[src/sv/wsfu_pkg.sv]
// Shared types and constants for the WebSocket frame unmasker.
// No dependencies; used by wsfu_parser and websocket_frame_unmasker_unit.
`default_nettype none

package wsfu_pkg;

  // Opcode bytes (FIN set) recognized in the first header byte
  localparam logic [7:0] OP_TEXT  = 8'h81;
  localparam logic [7:0] OP_PING  = 8'h89;
  localparam logic [7:0] OP_CLOSE = 8'h88;

  // Length field codes in the second header byte
  localparam logic [6:0] LEN_EXT16 = 7'd126;
  localparam logic [6:0] LEN_EXT64 = 7'd127;

  // Header byte counter and payload start positions
  localparam int unsigned POS_W = 4;
  localparam logic [POS_W-1:0] POS_OPCODE  = 4'd0;
  localparam logic [POS_W-1:0] POS_LENGTH  = 4'd1;
  localparam logic [POS_W-1:0] START_BASE  = 4'd6;
  localparam logic [POS_W-1:0] START_EXT16 = 4'd8;
  localparam logic [POS_W-1:0] START_EXT64 = 4'd14;
  localparam logic [POS_W:0]   MASK_BYTES  = 5'd4;

  // Frame class
  typedef enum logic [1:0] {
    KIND_TEXT  = 2'd0,
    KIND_PING  = 2'd1,
    KIND_CLOSE = 2'd2,
    KIND_BAD   = 2'd3
  } kind_e;

  // One result item
  typedef struct packed {
    logic        end_of_frame;
    kind_e       frame_kind;
    logic        payload_valid;
    logic [7:0]  payload_byte;
  } result_t;

endpackage

`default_nettype wire

[src/sv/wsfu_parser.sv]
// Frame parser: header tracking, mask capture and payload unmasking.
// Depends on wsfu_pkg. State advances only on adv_i.
`default_nettype none

module wsfu_parser (
  input  wire logic             clk_i,
  input  wire logic             rst_ni,
  input  wire logic             adv_i,        // current byte is consumed this cycle
  input  wire logic [7:0]       frame_byte_i,
  input  wire logic             message_end_i,
  output logic                  res_valid_o,  // this byte yields a result
  output wsfu_pkg::result_t     res_o
);

  logic [wsfu_pkg::POS_W-1:0] pos_q, pos_d;
  logic [wsfu_pkg::POS_W-1:0] start_q, start_d;
  logic [1:0]                 phase_q, phase_d;
  wsfu_pkg::kind_e            kind_q, kind_d;
  logic [7:0]                 mask_q [4];
  logic                       mask_we;
  logic [1:0]                 mask_slot;
  logic                       emit;
  logic [7:0]                 value;

  // Mask slot: (pos + 4 - start) mod 4
  assign mask_slot = pos_q[1:0] - start_q[1:0];

  // Per-byte decode
  always_comb begin
    pos_d   = pos_q;
    start_d = start_q;
    phase_d = phase_q;
    kind_d  = kind_q;
    mask_we = 1'b0;
    emit    = 1'b0;
    value   = 8'h00;
    if (pos_q == wsfu_pkg::POS_OPCODE) begin
      unique case (frame_byte_i)
        wsfu_pkg::OP_TEXT:  kind_d = wsfu_pkg::KIND_TEXT;
        wsfu_pkg::OP_PING:  kind_d = wsfu_pkg::KIND_PING;
        wsfu_pkg::OP_CLOSE: kind_d = wsfu_pkg::KIND_CLOSE;
        default:            kind_d = wsfu_pkg::KIND_BAD;
      endcase
      pos_d = wsfu_pkg::POS_LENGTH;
    end else if (pos_q == wsfu_pkg::POS_LENGTH) begin
      unique case (frame_byte_i[6:0])
        wsfu_pkg::LEN_EXT16: start_d = wsfu_pkg::START_EXT16;
        wsfu_pkg::LEN_EXT64: start_d = wsfu_pkg::START_EXT64;
        default:             start_d = wsfu_pkg::START_BASE;
      endcase
      pos_d = pos_q + 4'd1;
    end else if (pos_q < start_q) begin
      // extended length bytes are skipped, the last four header bytes are the mask
      mask_we = ({1'b0, pos_q} + wsfu_pkg::MASK_BYTES) >= {1'b0, start_q};
      pos_d   = pos_q + 4'd1;
    end else begin
      if (kind_q != wsfu_pkg::KIND_BAD) begin
        value = frame_byte_i ^ mask_q[phase_q];
        emit  = 1'b1;
      end
      phase_d = phase_q + 2'd1;
    end
    // message end: next byte opens a new frame
    if (message_end_i) begin
      pos_d   = wsfu_pkg::POS_OPCODE;
      start_d = wsfu_pkg::START_BASE;
      phase_d = 2'd0;
    end
  end

  assign res_valid_o          = emit | message_end_i;
  assign res_o.payload_byte   = value;
  assign res_o.payload_valid  = emit;
  assign res_o.frame_kind     = kind_d;
  assign res_o.end_of_frame   = message_end_i;

  // Control state
  always_ff @(posedge clk_i or negedge rst_ni) begin
    if (!rst_ni) begin
      pos_q   <= wsfu_pkg::POS_OPCODE;
      start_q <= wsfu_pkg::START_BASE;
      phase_q <= 2'd0;
      kind_q  <= wsfu_pkg::KIND_TEXT;
    end else if (adv_i) begin
      pos_q   <= pos_d;
      start_q <= start_d;
      phase_q <= phase_d;
      kind_q  <= kind_d;
    end
  end

  // Mask key bytes
  always_ff @(posedge clk_i) begin
    if (adv_i && mask_we) begin
      mask_q[mask_slot] <= frame_byte_i;
    end
  end

endmodule

`default_nettype wire

[src/sv/websocket_frame_unmasker_unit.sv]
// Top level of the WebSocket frame unmasker: stream ports, input and result registers.
// Depends on wsfu_pkg and wsfu_parser.
`default_nettype none

// Takes one received frame byte per request on the slave stream, tlast on the
// last byte of the message. The first byte sets the frame class (text, ping,
// close, unsupported), the second byte selects where the 4-byte mask key sits
// (after 0, 2 or 8 extended length bytes), and every byte after the mask key is unmasked and
// sent out with tuser[0] set. The declared length and the mask bit are ignored;
// the frame ends at tlast. The byte carrying tlast always yields a request with
// tlast set; unsupported frames yield only that one. Throughput is one byte per
// clock while the result side keeps draining: the byte is held in the input
// register, decoded against the held header state, and the result is registered.
// Header bytes that are not the last of a message yield nothing.
module websocket_frame_unmasker_unit (
  input  wire logic        clk_i,
  input  wire logic        rst_ni,
  // byte input
  input  wire logic        s_axis_tvalid,
  output logic             s_axis_tready,
  input  wire logic [7:0]  s_axis_tdata,   // [7:0] frame_byte
  input  wire logic        s_axis_tlast,   // message_end
  // result output
  output logic             m_axis_tvalid,
  input  wire logic        m_axis_tready,
  output logic [7:0]       m_axis_tdata,   // [7:0] payload_byte
  output logic [2:0]       m_axis_tuser,   // [0] payload_valid, [2:1] frame_kind
  output logic             m_axis_tlast    // end_of_frame
);

  logic              in_valid_q;
  logic [7:0]        in_byte_q;
  logic              in_last_q;
  logic              adv;
  logic              res_valid;
  wsfu_pkg::result_t res;
  logic              out_valid_q;
  wsfu_pkg::result_t out_q;

  // Move the held byte into the result stage when that stage is free or draining
  assign adv           = in_valid_q && (!out_valid_q || m_axis_tready);
  assign s_axis_tready = !in_valid_q || adv;

  // Input register
  always_ff @(posedge clk_i or negedge rst_ni) begin
    if (!rst_ni) begin
      in_valid_q <= 1'b0;
    end else if (s_axis_tready) begin
      in_valid_q <= s_axis_tvalid;
    end
  end

  always_ff @(posedge clk_i) begin
    if (s_axis_tvalid && s_axis_tready) begin
      in_byte_q <= s_axis_tdata;
      in_last_q <= s_axis_tlast;
    end
  end

  wsfu_parser u_parser (
    .clk_i         (clk_i),
    .rst_ni        (rst_ni),
    .adv_i         (adv),
    .frame_byte_i  (in_byte_q),
    .message_end_i (in_last_q),
    .res_valid_o   (res_valid),
    .res_o         (res)
  );

  // Result register
  always_ff @(posedge clk_i or negedge rst_ni) begin
    if (!rst_ni) begin
      out_valid_q <= 1'b0;
    end else if (adv) begin
      out_valid_q <= res_valid;
    end else if (m_axis_tready) begin
      out_valid_q <= 1'b0;
    end
  end

  always_ff @(posedge clk_i) begin
    if (adv && res_valid) begin
      out_q <= res;
    end
  end

  assign m_axis_tvalid = out_valid_q;
  assign m_axis_tdata  = out_q.payload_byte;
  assign m_axis_tuser  = {out_q.frame_kind, out_q.payload_valid};
  assign m_axis_tlast  = out_q.end_of_frame;

`ifndef SYNTH
  // A request without a payload byte only ever closes a message
  assert property (@(posedge clk_i) disable iff (!rst_ni)
    m_axis_tvalid && !m_axis_tuser[0] |-> m_axis_tlast)
    else $error("non-payload request without tlast");

  // Unsupported frames never deliver payload
  assert property (@(posedge clk_i) disable iff (!rst_ni)
    m_axis_tvalid && m_axis_tuser[0] |-> m_axis_tuser[2:1] != wsfu_pkg::KIND_BAD)
    else $error("payload delivered for unsupported frame");

  // The payload byte is zero when no payload is carried
  assert property (@(posedge clk_i) disable iff (!rst_ni)
    m_axis_tvalid && !m_axis_tuser[0] |-> m_axis_tdata == 8'h00)
    else $error("nonzero data on non-payload request");

  // A held byte that cannot advance keeps the input side stalled
  assert property (@(posedge clk_i) disable iff (!rst_ni)
    in_valid_q && out_valid_q && !m_axis_tready |-> !s_axis_tready)
    else $error("input accepted while both stages are full");
`endif

endmodule

`default_nettype wire

[config.mk]
export PLATFORM = sky130hd
export DESIGN_NAME = websocket_frame_unmasker_unit
export DESIGN_NICKNAME = d
export VERILOG_FILES = /design/src/sv/wsfu_pkg.sv /design/src/sv/wsfu_parser.sv /design/src/sv/websocket_frame_unmasker_unit.sv
export SDC_FILE = /design/constraint.sdc
export NUM_CORES = 1
export LEC_CHECK = 0
export CAP_MARGIN = 20
export CORE_AREA = 10 10 64 105
export DETAILED_ROUTE_END_ITERATION = 8
export DIE_AREA = 0 0 74 115
export DONT_BUFFER_PORTS = 1
export MAX_ROUTING_LAYER = met4
export PLACE_DENSITY_LB_ADDON = 0.12
export SLEW_MARGIN = 20
export SYNTH_ARGS = -nofsm -noshare
export SYNTH_HDL_FRONTEND = slang
export SYNTH_HIERARCHICAL = 1
export SYNTH_SLANG_ARGS = --single-unit
[constraint.sdc]
create_clock -name clk_i -period 3 [get_ports clk_i]
set_clock_uncertainty 0.1 [all_clocks]
set_input_delay 0.6 -clock clk_i [delete_from_list [all_inputs] [get_ports clk_i]]
set_output_delay 0.6 -clock clk_i [all_outputs]
set_load 0.005 [all_outputs]
==> results_dict.tcl <==
set metrics [dict create \
    grt_use_total_pct 13.90 \
    yosysWarningCount 6 \
    cts_root_buf "clkbuf_8" \
    rr_startpoint "u_parser/pos_q[1]" \
    endpoint "u_parser/mask_q[2][1]" \
    antenna_left 0 \
    cp_num_buf_inv 2 \
    die_area_sq_um 8510 \
    hold_start "s_axis_tlast" \
    grt_pass1_vias 1661 \
    path_delay_family "compound AO/OA/AOI/OAI gates" \
    setup.worst_path.start "u_parser/pos_q[1]" \
    synth_cell_types 40 \
    max_slew_margin_pct 58.22 \
    core_area_sq_um 4977 \
    finalCritPeriodShare_pct 87.50 \
    cp_cell_sequence "inv_1 > ha_1 > nand2b_1 > a2111oi_2 > o2111ai_2 > nor3_1 > buf_4" \
    async_flop_share_pct 18.46 \
    clk_path_buf_depth 2 \
    clock-sinks 65 \
    rsz0062_at_grt "no" \
    area_delta_synth_final_pct 9.254 \
    first_pass_iters 4 \
    num_vias 1590 \
    initial_utilization_pct 57.32 \
    synth_edf_count 53 \
    antenna_found_initial 0 \
    r2r-end "u_parser/mask_q[2][1]" \
    drive_gt1_share_pct 17.31 \
    status "finished clean" \
    crit_type "reg -> reg" \
    synth_flop_cell "edfxtp_1" \
    start_kind "flop" \
    path_depth 7 \
    routabilityCongestion 0.9254 \
    finalPower_mw 2.364 \
    ff2ff_path_depth 7 \
    netlist_area_sq_um 2853 \
    grt_max_degree 17 \
    syn_nets 213 \
    clk_latency_ps 330 \
    post_cts_buffers 0 \
    syn_avg_cell_area_sq_um 15.01 \
    wl_um 5395 \
    n_antenna_cell 0 \
    hold_viol 0 \
    placed_cell_area_sq_um 2937 \
    fin_crit_ps 2625 \
    grt_overflow 0 \
    nets 226 \
    end_kind "flop" \
    leakagePower_nw 1.116 \
    rows 34 \
    cts_tree "yes" \
    drv_cap 0 \
    hp-class "in -> reg" \
    max_slew.worst_pin.slew_ps 624.6 \
    irDropWorstVdd_v 0.0004671 \
    dieHeight_um 115 \
    maxSlewViolCount 0 \
    seq_area_frac_synth_pct 66.36 \
    cts_buffers 9 \
    crit_slowest_cell "a2111oi_2" \
    clk_pin_slew_worst_paths_ps 70 \
    final.setup.tns_ps 0 \
    die_w_um 74 \
    critPathRequiredTime_ps 2940 \
    utilization_pct 62.62 \
    crit_arrival_ps 2570 \
    setup_viol 0 \
    grt_pass1_wl_um 8576 \
    drtIter0Drc 136 \
    ys_ff_latch 65 \
    final_cell_area_sq_um 3117 \
    ios 27 \
    slowest_delay_ps 400 \
    synthCells 190 \
    io_buffer_count 0 \
    cts_htree_levels 3 \
    viasPerCell 6.069 \
    drc_errors 0 \
    hold_ws_ps 258.5 \
    fmax_ghz 0.3809 \
    p_per_area_nw_per_um2 758.6 \
    wl_per_cell_um 20.59 \
    path_max_fanout 5 \
    rrSetupSlack_ps 370 \
    post-dp-hpwl_um 3848 \
]
## cell usage in the layout (no fill, tap or decap), types with 2 or more instances in the layout
cell / n
edfxtp_1: 53
nor2_1: 14
dfrtp_1: 11
inv_1: 10
clkbuf_8: 9
ha_1: 9
nand2_1: 8
mux4_2: 8
xnor2_1: 8
a21oi_1: 8
nand2b_1: 7
buf_4: 7
o21ai_0: 7
nor2b_1: 4
nor3_1: 4
and2_1: 3
clkinvlp_4: 3
clkinv_2: 3
nand3_1: 3
o21a_1: 2
nand4_1: 2
a31oi_1: 2
mux2i_1: 2
or3_1: 2
## state kept, by name, indices dropped and copies added (netlist names)
name / cells
in_byte_q: 8
in_last_q: 1
in_valid_q: 1
m_axis_tdata: 8
m_axis_tlast: 1
m_axis_tuser: 3
m_axis_tvalid: 1
u_parser/kind_q: 2
u_parser/mask_q: 32
u_parser/phase_q: 2
u_parser/pos_q: 4
u_parser/start_q: 2
## worst min-delay path by stage
| stage | endpoint | depth (start not counted) | slack (ps) |
|---|---|---|---|
| 3_5_place_dp | u_parser/pos_q[0] | 0 | 200 |
| 3_3_place_gp | u_parser/pos_q[1] | 0 | 200 |
| 6_report | in_last_q | 0 | 260 |
| 2_1_floorplan | in_valid_q | 0 | 200 |
| 4_1_cts | in_byte_q[5] | 0 | 250 |
| 5_1_grt | in_last_q | 0 | 230 |
## cell families after synthesis
kind of cell / Yosys count / synth area share, %
multiplexers: 11 / 7.412
AND/OR/NAND/NOR: 52 / 9.868
buffers and inverters: 16 / 2.588
XOR/XNOR: 9 / 2.763
flip-flops: 65 / 66.36
AO/OA/AOI/OAI: 27 / 6.360
adder cells (fa/ha/maj): 10 / 4.649
## area by class of cell
| cell class | instances | area [sq um] |
|---|---|---|
| flip-flops and latches | 65 | 1893 |
| fillers | 371 | 1861 |
| multi-input cells | 109 | 885.9 |
| clock buffers | 9 | 123.9 |
| well taps | 54 | 67.56 |
| repair buffers | 8 | 62.56 |
| clock inverters | 7 | 46.29 |
| inverters | 10 | 37.54 |
## report_power, final
part	internal, mW	total, mW	switching [mW]	leakage (nW)
logic	0.265	0.545	0.280	0.407
clock network	0.297	0.628	0.331	0.0814
registers	1.07	1.19	0.120	0.628
## worst register-to-register path: cells and delay by family, from the launching register on
family | cells | cell delay [ps]
AO/OA/AOI/OAI | 2 | 620
AND/OR/NAND/NOR | 2 | 490
adder cells (fa/ha/maj) | 1 | 390
flip-flops | 1 | 380
buffers and inverters | 2 | 360
## what timing repair did
action	in CTS	in global routing
endpoints found under the hold margin	12	0
resized for setup	0	0
hold buffers	1	0
## metrics by stage
step | setup slack, ps | cells
after floorplan | 344.3 | 190
after global placement | 424.3 | 245
after detailed placement | 386.0 | 245
after CTS | 343.2 | 262
after global routing | 96.87 | 262
final | 375.0 | 262
## layer usage
metal  vias up  GRT usage (%)  part of all wire [%]
li1        734              -                     -
met1       808          14.39                    39
met2        40          23.63                    56
met3         8          3.969                   3.2
met4         0          5.868                   1.5
met5         -              -                     0
## synthesized netlist by cell type (2+ instances only)
master	n	area share [%]
mux4_2	8	6.3
buf_2	2	0.35
nand4_1	2	0.44
a21oi_1	8	1.4
nor2_1	14	1.8
nand2_1	8	1.1
ha_1	9	3.9
xnor2_1	8	2.5
and2_1	3	0.66
edfxtp_1	53	56
mux2i_1	2	0.70
nor2b_1	4	0.88
inv_1	10	1.3
nor3_1	4	0.70
dfrtp_1	11	9.6
a31oi_1	2	0.44
buf_4	3	0.79
nand3_1	3	0.53
o21a_1	2	0.53
o21ai_0	7	1.2
nand2b_1	7	1.5
or3_1	2	0.44
(Power assumes the default switching activity.)
